## src/rtl/lmtc_pkg.sv

```systemverilog
// shared types and constants of the lcd mode timing controller
`default_nettype none
package lmtc_pkg;

    typedef enum logic [1:0] {
        CMD_TICK  = 2'd0,
        CMD_WRITE = 2'd1,
        CMD_READ  = 2'd2,
        CMD_NOP   = 2'd3
    } t_cmd;

    typedef enum logic [1:0] {
        MODE_HBLANK = 2'd0,
        MODE_VBLANK = 2'd1,
        MODE_OAM    = 2'd2,
        MODE_XFER   = 2'd3
    } t_mode;

    // register offsets
    localparam logic [3:0] REG_CONTROL = 4'd0;
    localparam logic [3:0] REG_STATUS  = 4'd1;
    localparam logic [3:0] REG_SCY     = 4'd2;
    localparam logic [3:0] REG_SCX     = 4'd3;
    localparam logic [3:0] REG_LINE    = 4'd4;
    localparam logic [3:0] REG_LYC     = 4'd5;
    localparam logic [3:0] REG_DMA     = 4'd6;
    localparam logic [3:0] REG_BGP     = 4'd7;
    localparam logic [3:0] REG_OBP0    = 4'd8;
    localparam logic [3:0] REG_OBP1    = 4'd9;
    localparam logic [3:0] REG_WY      = 4'd10;
    localparam logic [3:0] REG_WX      = 4'd11;

    localparam logic [9:0] DOTS_OAM    = 10'd80;
    localparam logic [9:0] DOTS_XFER   = 10'd172;
    localparam logic [9:0] DOTS_HBLANK = 10'd204;
    localparam logic [9:0] DOTS_LINE   = 10'd456;

    localparam logic [6:0] CYCLES_MAX  = 7'd80;

    localparam logic [7:0] LINE_VBLANK = 8'd144;
    localparam logic [7:0] LINE_WRAP   = 8'd154;
    localparam logic [7:0] LINE_LAST   = 8'd153;
    localparam logic [7:0] LINE_RESET  = 8'd145;

    localparam logic [7:0] CONTROL_RESET = 8'h91;
    localparam logic [7:0] BGP_RESET     = 8'hFC;
    localparam logic [7:0] OBP_RESET     = 8'hFF;
    localparam logic [7:0] DMA_READ      = 8'hFF;

    typedef struct packed {
        t_cmd       cmd;
        logic [6:0] cycles;
        logic [3:0] reg_offset;
        logic [7:0] write_data;
    } t_in_word;

    typedef struct packed {
        logic [7:0] read_data;
        logic       vblank_request;
        logic       stat_request;
        logic       render_line;
        logic [7:0] line_number;
    } t_out_word;

endpackage
`default_nettype wire

```

## src/rtl/lmtc_core.sv

```systemverilog
// register file, dot clock and line sequencer, with all state updated on each fired word
`default_nettype none
module lmtc_core (
    input  wire                 i_clk,
    input  wire                 i_rst_n,
    input  wire                 i_fire,
    input  wire lmtc_pkg::t_in_word i_item,
    output lmtc_pkg::t_out_word o_result
);
    import lmtc_pkg::*;

    logic [7:0] r_control, n_control;
    logic [4:0] r_stat_hi, n_stat_hi;     // status bits 7..3
    logic       r_lyc_flag, n_lyc_flag;
    t_mode      r_mode, n_mode;
    logic [7:0] r_line, n_line;
    logic [7:0] r_lyc, n_lyc;
    logic [9:0] r_dot, n_dot;
    logic [7:0] r_scy, n_scy, r_scx, n_scx, r_bgp, n_bgp;
    logic [7:0] r_obp0, n_obp0, r_obp1, n_obp1, r_wy, n_wy, r_wx, n_wx;

    logic [6:0] cyc;
    logic [9:0] dot_sum;
    logic [7:0] line_inc;
    logic       vbl, stat, render;
    logic [7:0] rd;

    always_comb begin
        n_control  = r_control;
        n_stat_hi  = r_stat_hi;
        n_lyc_flag = r_lyc_flag;
        n_mode     = r_mode;
        n_line     = r_line;
        n_lyc      = r_lyc;
        n_dot      = r_dot;
        n_scy = r_scy; n_scx = r_scx; n_bgp = r_bgp;
        n_obp0 = r_obp0; n_obp1 = r_obp1; n_wy = r_wy; n_wx = r_wx;
        vbl    = 1'b0;
        stat   = 1'b0;
        render = 1'b0;
        rd     = 8'd0;
        cyc      = (i_item.cycles > CYCLES_MAX) ? CYCLES_MAX : i_item.cycles;
        dot_sum  = r_dot + {3'd0, cyc};
        line_inc = r_line + 8'd1;

        case (i_item.cmd)
            CMD_TICK: begin
                if (r_control[7]) begin
                    n_dot = dot_sum;
                    case (r_mode)
                        MODE_HBLANK: begin
                            if (dot_sum >= DOTS_HBLANK) begin
                                n_dot  = dot_sum - DOTS_HBLANK;
                                n_line = line_inc;
                                if (line_inc == LINE_VBLANK) begin
                                    vbl    = 1'b1;
                                    n_mode = MODE_VBLANK;
                                    stat   = r_stat_hi[1];
                                end else begin
                                    n_mode = MODE_OAM;
                                    stat   = r_stat_hi[2];
                                end
                            end
                        end
                        MODE_VBLANK: begin
                            if (dot_sum >= DOTS_LINE) begin
                                n_dot  = dot_sum - DOTS_LINE;
                                n_line = line_inc;
                                if (line_inc == LINE_WRAP) begin
                                    n_line = 8'd0;
                                    n_mode = MODE_OAM;
                                    stat   = r_stat_hi[2];
                                end
                            end
                        end
                        MODE_OAM: begin
                            if (dot_sum >= DOTS_OAM) begin
                                n_dot  = dot_sum - DOTS_OAM;
                                n_mode = MODE_XFER;
                            end
                        end
                        default: begin
                            if (dot_sum >= DOTS_XFER) begin
                                n_dot  = dot_sum - DOTS_XFER;
                                render = 1'b1;
                                n_mode = MODE_HBLANK;
                                stat   = r_stat_hi[0];
                            end
                        end
                    endcase
                    // compare flag is level sensitive, request needs its enable
                    n_lyc_flag = (r_lyc == n_line);
                    if (n_lyc_flag && r_stat_hi[3]) begin
                        stat = 1'b1;
                    end
                end
            end
            CMD_WRITE: begin
                case (i_item.reg_offset)
                    REG_CONTROL: begin
                        n_control = i_item.write_data;
                        if (r_control[7] && !i_item.write_data[7]) begin
                            n_line = LINE_LAST;
                            n_dot  = DOTS_LINE;
                            n_mode = MODE_VBLANK;
                        end
                    end
                    REG_STATUS: n_stat_hi = i_item.write_data[7:3];
                    REG_LINE:   n_line = 8'd0;
                    REG_LYC:    n_lyc = i_item.write_data;
                    REG_SCY:    n_scy = i_item.write_data;
                    REG_SCX:    n_scx = i_item.write_data;
                    REG_BGP:    n_bgp = i_item.write_data;
                    REG_OBP0:   n_obp0 = i_item.write_data;
                    REG_OBP1:   n_obp1 = i_item.write_data;
                    REG_WY:     n_wy = i_item.write_data;
                    REG_WX:     n_wx = i_item.write_data;
                    default: ;
                endcase
            end
            CMD_READ: begin
                case (i_item.reg_offset)
                    REG_CONTROL: rd = r_control;
                    REG_STATUS:  rd = {r_stat_hi, r_lyc_flag, r_mode};
                    REG_LINE:    rd = r_line;
                    REG_LYC:     rd = r_lyc;
                    REG_DMA:     rd = DMA_READ;
                    REG_SCY:     rd = r_scy;
                    REG_SCX:     rd = r_scx;
                    REG_BGP:     rd = r_bgp;
                    REG_OBP0:    rd = r_obp0;
                    REG_OBP1:    rd = r_obp1;
                    REG_WY:      rd = r_wy;
                    REG_WX:      rd = r_wx;
                    default:     rd = 8'd0;
                endcase
            end
            default: ;
        endcase
    end

    always_comb begin
        o_result.read_data      = rd;
        o_result.vblank_request = vbl;
        o_result.stat_request   = stat;
        o_result.render_line    = render;
        o_result.line_number    = n_line;
    end

    always_ff @(posedge i_clk) begin
        if (!i_rst_n) begin
            r_control  <= CONTROL_RESET;
            r_stat_hi  <= 5'd0;
            r_lyc_flag <= 1'b0;
            r_mode     <= MODE_VBLANK;
            r_line     <= LINE_RESET;
            r_lyc      <= 8'd0;
            r_dot      <= DOTS_LINE;
            r_scy      <= 8'd0;
            r_scx      <= 8'd0;
            r_bgp      <= BGP_RESET;
            r_obp0     <= OBP_RESET;
            r_obp1     <= OBP_RESET;
            r_wy       <= 8'd0;
            r_wx       <= 8'd0;
        end else if (i_fire) begin
            r_control  <= n_control;
            r_stat_hi  <= n_stat_hi;
            r_lyc_flag <= n_lyc_flag;
            r_mode     <= n_mode;
            r_line     <= n_line;
            r_lyc      <= n_lyc;
            r_dot      <= n_dot;
            r_scy      <= n_scy;
            r_scx      <= n_scx;
            r_bgp      <= n_bgp;
            r_obp0     <= n_obp0;
            r_obp1     <= n_obp1;
            r_wy       <= n_wy;
            r_wx       <= n_wx;
        end
    end

endmodule
`default_nettype wire

```

## src/rtl/lcd_mode_timing_controller.sv

```systemverilog
// top level: input register, timing core and output register of the lcd mode controller
//
// channel | dir | handshake          | word
// input   | in  | i_valid / o_stall  | i_data  (cmd, cycles, reg_offset, write_data)
// output  | out | o_valid / i_stall  | o_data  (read_data, requests, line_number)
//
// one word per cycle unless the output stalls; results leave via the output register
// the core updates all state as a word fires from input to output register
// reset is synchronous and restores the register file and timing state
// a stalled output holds its word; the input register takes one more word meanwhile
`default_nettype none
module lcd_mode_timing_controller (
    input  wire                 i_clk,
    input  wire                 i_rst_n,
    input  wire                 i_valid,
    output logic                o_stall,
    input  wire lmtc_pkg::t_in_word i_data,
    output logic                o_valid,
    input  wire                 i_stall,
    output lmtc_pkg::t_out_word o_data
);
    import lmtc_pkg::*;

    logic      r_in_valid;
    t_in_word  r_in;
    logic      r_out_valid;
    t_out_word r_out;
    t_out_word result;
    logic      out_free;
    logic      fire;

    assign out_free = !r_out_valid || !i_stall;
    assign fire     = r_in_valid && out_free;
    assign o_stall  = r_in_valid && !out_free;
    assign o_valid  = r_out_valid;
    assign o_data   = r_out;

    lmtc_core u_core (
        .i_clk    (i_clk),
        .i_rst_n  (i_rst_n),
        .i_fire   (fire),
        .i_item   (r_in),
        .o_result (result)
    );

    always_ff @(posedge i_clk) begin
        if (!i_rst_n) begin
            r_in_valid <= 1'b0;
        end else if (!o_stall) begin
            r_in_valid <= i_valid;
        end
    end

    always_ff @(posedge i_clk) begin
        if (i_valid && !o_stall) begin
            r_in <= i_data;
        end
    end

    always_ff @(posedge i_clk) begin
        if (!i_rst_n) begin
            r_out_valid <= 1'b0;
        end else if (out_free) begin
            r_out_valid <= fire;
        end
    end

    always_ff @(posedge i_clk) begin
        if (fire) begin
            r_out <= result;
        end
    end

    // input side only stalls behind a full, stalled output register
    a_stall_cause: assert property (@(posedge i_clk) disable iff (!i_rst_n)
        o_stall |-> (r_in_valid && r_out_valid && i_stall))
        else $error("input stalled without a blocked output");

    // vblank request only on the word that reaches line 144
    a_vblank_line: assert property (@(posedge i_clk) disable iff (!i_rst_n)
        (o_valid && o_data.vblank_request) |-> (o_data.line_number == LINE_VBLANK))
        else $error("vblank request off line 144");

    // render pulse and vblank entry come from different mode transitions
    a_render_vblank: assert property (@(posedge i_clk) disable iff (!i_rst_n)
        (o_valid && o_data.render_line) |-> !o_data.vblank_request)
        else $error("render and vblank on one word");

endmodule
`default_nettype wire
```

## config.mk

```make
export PLATFORM = sky130hd
export DESIGN_NAME = lcd_mode_timing_controller
export DESIGN_NICKNAME = d
export VERILOG_FILES = /design/src/rtl/lmtc_pkg.sv /design/src/rtl/lmtc_core.sv /design/src/rtl/lcd_mode_timing_controller.sv
export SDC_FILE = /design/constraint.sdc
export NUM_CORES = 1
export LEC_CHECK = 0
export BUFFER_PORTS_ARGS = -buffer_cell sky130_fd_sc_hd__buf_4
export CELL_PAD_IN_SITES_DETAIL_PLACEMENT = 1
export CELL_PAD_IN_SITES_GLOBAL_PLACEMENT = 1
export CORE_ASPECT_RATIO = 0.9
export CORE_MARGIN = 1.5
export CORE_UTILIZATION = 51
export CTS_CLUSTER_SIZE = 20
export DETAILED_ROUTE_END_ITERATION = 16
export GPL_ROUTABILITY_DRIVEN = 0
export GPL_TIMING_DRIVEN = 0
export PLACE_DENSITY = 0.95
export SLEW_MARGIN = 20
export SYNTH_ARGS = -nofsm -noshare
export SYNTH_HDL_FRONTEND = slang
export SYNTH_HIERARCHICAL = 1
export SYNTH_SLANG_ARGS = --single-unit
```

## constraint.sdc

```tcl
create_clock -name i_clk -period 8.25 [get_ports i_clk]
set_input_delay 0 -clock i_clk [delete_from_list [all_inputs] [get_ports i_clk]]
set_output_delay 0 -clock i_clk [all_outputs]
set_load 0.03 [all_outputs]
```

# ---- Yosys cells after proc, flatten, opt, wreduce, memory -nomap -nowiden
# Index checks and enable logic that the tools add are counted.
dict set report totals {
  reg_bits 140
  inputBits 25
  output_inout_bits 21
  elab_cells 136
}
dict set report op_classes {
  n_addsub 6
  magnitude_cmp 5
  eq_ne 26
  muxes 41
  n_bitwise 2
  n_reduce_logical 31
}
# op count
set ops {}
lappend ops {{8-bit one-hot mux with 12 select lines} 1}
lappend ops {{10-bit 2-to-1 mux} 7}
lappend ops {{8-bit 2-to-1 mux} 7}
lappend ops {{8-bit one-hot mux with 2 select lines} 3}
lappend ops {{3-bit AND reduction} 11}
lappend ops {{10-bit one-hot mux with 3 select lines} 1}
lappend ops {{10-bit by 8-bit greater-or-equal comparator with 1-bit output, second input constant} 2}
lappend ops {{10-bit one-hot mux with 2 select lines} 1}
lappend ops {{10-bit by 8-bit subtractor with 10-bit output, second input constant} 2}
lappend ops {{2-bit 2-to-1 mux} 9}
lappend ops {{4-bit by 3-bit equality test with 1-bit output, second input constant} 4}
lappend ops {{4-bit equality test, second input constant} 4}
lappend ops {{8-bit equality test, second input constant} 2}
lappend ops {{3-bit by 2-bit inequality test with 1-bit output, second input constant} 4}
lappend ops {{10-bit by 7-bit adder with 10-bit output} 1}
lappend ops {{10-bit by 7-bit greater-or-equal comparator with 1-bit output, second input constant} 1}
lappend ops {{10-bit by 9-bit greater-or-equal comparator with 1-bit output, second input constant} 1}
lappend ops {{10-bit AND reduction} 1}
lappend ops {{10-bit by 7-bit subtractor with 10-bit output, second input constant} 1}
lappend ops {{10-bit by 9-bit subtractor with 10-bit output, second input constant} 1}
lappend ops {{8-bit by 1-bit adder with 8-bit output, second input constant} 1}
lappend ops {{4-bit by 2-bit equality test with 1-bit output, second input constant} 2}
lappend ops {{8-bit equality test} 1}
lappend ops {{1-bit 2-to-1 mux} 8}
lappend ops {{21 further kinds} 35}

# ---- Depth between registers and ports, before layout
dict set report depth {
  ltp_word 11
  mapped_depth 21
  mapped_depth_nobuf 20
}

# ---- By module
# The synthesis kept the hierarchy.
# mod instances cells_per_inst area_each_um2 seq_area_each_um2
set by_module_without_submodules {}
lappend by_module_without_submodules {lmtc_core 1 935 7205.7 1961.9}
lappend by_module_without_submodules {lcd_mode_timing_controller 1 48 1285.0 1241.2}

# ---- Worst setup path after synthesis
# No wires, ideal clock.
dict set report synth_timing {
  path_kind {reg-to-reg}
  from {reg r_in[17] (netlist name)}
  to {reg r_out, in the netlist o_data[9] (data pin)}
  setup_ns 0.126
  arrival_time_ns 4.551
  required_time_ns 8.124
  setup_slack_ns 3.574
  path_stages_with_launch 22
  path_buffers 1
  synth_period_minus_slack_ns 4.676
  cell_sequence {edfxtp_1 > o21ai_0 > and2_1 > ha_1 > inv_1 > fa_1 > nand2b_1 > nand2b_1 > a21o_1 > xnor2_1 > ha_1 > nand3b_1 > nor3b_1 > mux2_2 > o2111a_4 > a311o_1 > o211a_1 > or3_1 > a2111oi_2 > nand4_1 > o22ai_1 > buf_4}
}
dict set report synth_via {
  elab_chain_len 11
  word_cells_on_any_way 18
  classes_between {add/sub: 1; order compare: 4; eq/ne: 1; mux: 11; reduce/logical: 1}
}
# element line_no
set synth_lines {}
lappend synth_lines {{from (decl)} lcd_mode_timing_controller.sv:25} ;# t_in_word r_in;
lappend synth_lines {{from (signal assigned)} lcd_mode_timing_controller.sv:56} ;# r_in <= i_data;
lappend synth_lines {{7-bit > comparator} lmtc_core.sv:42} ;# cyc = (i_item.cycles > CYCLES_MAX) ? CYCLES_MAX : i_item.cycles;
lappend synth_lines {{7-bit 2-to-1 mux *} lmtc_core.sv:42}
lappend synth_lines {{10-bit by 7-bit adder with 10-bit output *} lmtc_core.sv:43} ;# dot_sum = r_dot + {3'd0, cyc};
lappend synth_lines {{10-bit by 9-bit greater-or-equal comparator with 1-bit output / 10-bit by 8-bit greater-or-equal comparator with 1-bit output (equally long branches)} {lmtc_core.sv:66, lmtc_core.sv:52}}
lappend synth_lines {{8-bit 2-to-1 mux (on tied branches)} {lmtc_core.sv:66, lmtc_core.sv:52}}
lappend synth_lines {{8-bit one-hot mux with 2 select lines} lmtc_core.sv:50} ;# case (r_mode)
lappend synth_lines {{8-bit 2-to-1 mux} lmtc_core.sv:48} ;# if (r_control[7]) begin
lappend synth_lines {{8-bit 2-to-1 mux} lmtc_core.sv:46} ;# case (i_item.cmd)
lappend synth_lines {{8-bit equality test} lmtc_core.sv:92} ;# n_lyc_flag = (r_lyc == n_line);
lappend synth_lines {{1-bit logical AND} lmtc_core.sv:93} ;# if (n_lyc_flag && r_stat_hi[3]) begin
lappend synth_lines {{1-bit 2-to-1 mux *} lmtc_core.sv:93}
lappend synth_lines {{to (signal assigned)} lcd_mode_timing_controller.sv:70} ;# r_out <= result;
lappend synth_lines {{to (decl)} lcd_mode_timing_controller.sv:27} ;# t_out_word r_out;
# Every way passes the cells marked *; elsewhere a longest branch is shown, timed or not. The select of a mux whose other input is x is not followed.
# A chain may end at the register's enable or synchronous reset.

# ---- Final worst setup path
# Same ends and word-level chain as after synthesis.

==> run summary <==
The run finished with clean final reports. The cell type with the largest total area after synthesis is sky130_fd_sc_hd__dfxtp_1. The number of antenna diodes in the final layout is 0.

Buffers inserted to repair hold after CTS numbered 25. For this configuration, the core starts out at a cell density of 52.46%. Post-synthesis net count: 1,032. Cells fill 61.74% of the core in the end. The compound-cell area share of the yosys netlist was 20.93%; the number of H-tree levels was 4.

Tracing the worst setup path back leads to its startpoint at r_in[17]. The core box area is 16,190 µm², and the fraction of layout instances using a drive strength above 1 is 10.50%. The tools report the leakage power figure as 3.808 nW. Measured along the y axis, the die boundary spans 125.4 µm.

The violation count after the first detailed-routing iteration is 1,389, and the power per unit of standard cell area is 196.9 nW/µm². Global routing used 40.61% of the available tracks across all layers. Synthesis produced a netlist whose cell count is 983.

The routed wire length per instance was 27.31 µm. Port buffering added 45 buffers. Compared with the post-synthesis result, the final layout area differs by 17.70%.

For this run, the number of Yosys warnings is 6. Summed over all layers, the global routing overflow is 0. The multiplexer fraction of the synthesized cell area is 8.282%, and the insertion delay to the later sink of the worst-skew pair is 450 ps. The critical path is of the flip-flop to flip-flop type.

The first global-routing pass estimated 54.32 mm of wire. After synthesis, the cell types taking the most area are sky130_fd_sc_hd__dfxtp_1 24%, sky130_fd_sc_hd__edfxtp_1 14%, sky130_fd_sc_hd__mux2i_1 7.0%, sky130_fd_sc_hd__nand2_1 5.9%, sky130_fd_sc_hd__nor2b_1 4.5%. The longest clock path from root to sink contains 2 buffers. The setup slack at placement was 2598 ps; the post-route fraction of the period consumed by the critical path was 71.98%.

For the finished layout, the period the worst path requires is 5939 ps. The proportion of register bits with asynchronous set or reset after synthesis was 0%. The critical path ends at o_data[9]. The startpoint identified for the worst register-to-register timing path is r_in[17].

The accumulated negative setup slack is 0 ps. TritonCTS built the clock tree. The tools report the final setup skew as 11.00 ps.

After synthesis, the largest area contributor takes up 23.58% of total cell area. For this run, design rule violations remaining after detail routing come to 0. The die covers 17,430 µm². Type of origin of the critical path: a flip-flop. In this run the mean area of a mapped cell was 8.637 µm².

The total setup buffers inserted after CTS is 0. The via count of the first global-routing pass was 9,449; the post-route total power was 0.001968 W. Netlist area before placement: 8491 µm².

In this run the critical register-to-register path is captured at o_data[9]. The tools report the number of slew-limit violations in the final report as 0. Setup repair after global routing left no endpoint under its margin. The worst setup path is captured at a flip-flop.

For the pin with the worst max-slew slack, the measured transition is 1263 ps. Counting flops and latches in the post-synthesis netlist gives 140. For the relative slew slack, the log shows 15.13%. Maximum vdd ir drop: 0.0001779 V.

After Yosys synthesis, full adders, half adders and majority gates account for 3.625% of the synthesized area. Clock tree synthesis inserted a total of 17 buffers. For the worst flop-to-flop path, the logic depth is 19. The initial antenna violation count is 0, and the number of synthesized flops with an enable pin is 40.

The run gives 8570 ps as the endpoint required time on the critical path. The most used standard cell by instance count after synthesis was sky130_fd_sc_hd__nand2_1. The pin count of the biggest net entering global routing was 21. After synthesis, the largest family of logic cells by area is simple AND/OR/NAND/NOR gates.

The net count of the finished layout is 1,122. For the final worst slack, the log shows 2311 ps. The area share of xor/xnor cells in the synthesized design was 2.579%; the row count was 44. The final layout contains routed wiring with a total length of 35.32 mm.

Sequential elements use 37.72% of the synthesized area. Across the run, the number of max-cap violations was 0. The number of vias per cell after detailed routing came out at 7.037.

Summing over every cut layer, the via total after detailed routing is 9,099. The horizontal extent of the die is 139.0 µm. The most used flip-flop cell after synthesis is sky130_fd_sc_hd__dfxtp_1. Final hold analysis gives a worst-case slack of 87.51 ps. Counting distinct cell types in the post-synthesis netlist gives 81.

Summed over all nets, the half-perimeter wirelength after detailed placement is 21.95 mm. In this run the clock root is driven by a sky130_fd_sc_hd__clkbuf_16. The count of boundary I/O pins was 46. The simple logic cell fraction of the synthesized area is 22.68%, and the post-route antenna net violation count is 0. Post-CTS repair changed the size of 0 cells.

Setup violations remaining at the end of the flow were counted as 0. The count of final hold-check violations was 0. The launch instance of the worst min-delay path was i_stall.

For flop-to-flop paths, the worst setup slack is 2310 ps. Timing would allow up to 168.4 MHz. The worst hold path class is input port to flip-flop.

Of all nets on the critical path, the largest fanout is 9. By count the netlist is led by 134 x sky130_fd_sc_hd__nand2_1, 100 x sky130_fd_sc_hd__dfxtp_1, 61 x sky130_fd_sc_hd__nor2b_1. Data on the critical path arrives at its endpoint at 6260 ps. The logs give 140 for the number of sinks handled by clock tree synthesis and 6 for the total iterations of the first detailed-routing run. After clock tree synthesis, the clock-pin slew on the worst setup and hold paths is 70 ps.
## routing by layer
metal  vias up  part of all wire, %  routed length, µm  global-route usage [%]
li1       3774                    -                  -                       -
met1      4377                   37              13040                   49.04
met2       735                   45              15910                   65.08
met3       213                   12               4312                   12.49
met4         0                  5.8               2055                   21.75
met5         -                    0                  0                       0
## worst min-delay path by stage
stage / to / slack [ps] / depth (start not counted)
6_report: o_data[17] / 90 / 2
3_5_place_dp: r_in[16] / 180 / 1
5_1_grt: o_data[17] / 100 / 2
3_3_place_gp: r_in[4] / 180 / 1
2_1_floorplan: r_in[0] / 100 / 0
4_1_cts: o_data[18] / 80 / 2
## cell usage in the layout, fill, tap and decap left out, types with 25 or more instances in the layout
cell                            netlist  layout
sky130_fd_sc_hd__dlygate4sd3_1        0      25
sky130_fd_sc_hd__nor2_1              59      59
sky130_fd_sc_hd__edfxtp_1            40      40
sky130_fd_sc_hd__clkbuf_1            48      50
sky130_fd_sc_hd__buf_4                3      48
sky130_fd_sc_hd__a21oi_1             44      44
sky130_fd_sc_hd__nor3_1              27      25
sky130_fd_sc_hd__nor2b_1             61      60
sky130_fd_sc_hd__mux2i_1             59      59
sky130_fd_sc_hd__o21ai_0             36      36
sky130_fd_sc_hd__nand2_1            134     134
sky130_fd_sc_hd__nand3_1             44      44
sky130_fd_sc_hd__dfxtp_1            100     100
## power by group
group	internal, W	leakage (nW)	switching, W	total (W)
logic	0.000143	2.33	0.000271	0.000414
clock network	0.000487	0.288	0.000329	0.000816
registers	0.000725	1.19	0.0000127	0.000738
## critical path, cell delays in order, from the launching register on
cell	delay (ps)
sky130_fd_sc_hd__edfxtp_1	410
sky130_fd_sc_hd__o21ai_0	300
sky130_fd_sc_hd__nand2_1	180
sky130_fd_sc_hd__inv_1	100
sky130_fd_sc_hd__ha_1	240
sky130_fd_sc_hd__a211o_1	370
sky130_fd_sc_hd__a21oi_2	280
sky130_fd_sc_hd__xor2_1	580
sky130_fd_sc_hd__ha_1	350
sky130_fd_sc_hd__inv_1	120
sky130_fd_sc_hd__a21oi_1	280
sky130_fd_sc_hd__or4_1	160
sky130_fd_sc_hd__buf_2	200
sky130_fd_sc_hd__nand2_2	230
sky130_fd_sc_hd__o21bai_1	540
sky130_fd_sc_hd__a222oi_1	250
sky130_fd_sc_hd__a2111oi_0	640
sky130_fd_sc_hd__nand4_1	230
sky130_fd_sc_hd__o22ai_1	220
sky130_fd_sc_hd__buf_4	140
## cells by family (layout without fill, tap and decap cells)
logic type,after synthesis,in the layout
simple gates,393,393
compound gates,245,245
flops,140,140
buf+inv,88,191
mux,68,68
xor+xnor,25,25
fa+ha+maj,24,24
## metrics by stage
step / cell area, µm² / std cells
2_1_floorplan: 8491 / 983
3_3_place_gp: 9087 / 1235
3_5_place_dp: 9130 / 1236
4_1_cts: 9988 / 1293
5_1_grt: 9993 / 1293
6_report: 9993 / 1293
## final cells by class
type / count / area (µm²)
Multi-Input combinational cell: 755 / 4965
Inverter: 25 / 93.84
Clock inverter: 12 / 161.4
Timing Repair Buffer: 71 / 603.1
Tap cell: 207 / 259.0
Clock buffer: 20 / 446.7
Sequential cell: 140 / 3203
Fill cell: 1902 / 6192
Buffer: 63 / 261.5
## state kept, by name (all words and copies together), names as in the netlist
| register | cells |
|---|---|
| u_core/r_obp0 | 8 |
| u_core/r_lyc_flag | 1 |
| u_core/r_line | 8 |
| u_core/r_obp1 | 8 |
| o_valid | 1 |
| u_core/r_scx | 8 |
| o_data | 19 |
| u_core/r_wx | 8 |
| u_core/r_mode | 2 |
| u_core/r_scy | 8 |
| u_core/r_stat_hi | 5 |
| u_core/r_bgp | 8 |
| r_in | 21 |
| u_core/r_dot | 10 |
| r_in_valid | 1 |
| u_core/r_wy | 8 |
| u_core/r_control | 8 |
| u_core/r_lyc | 8 |
No activity file was read; power rests on OpenSTA's default activity.
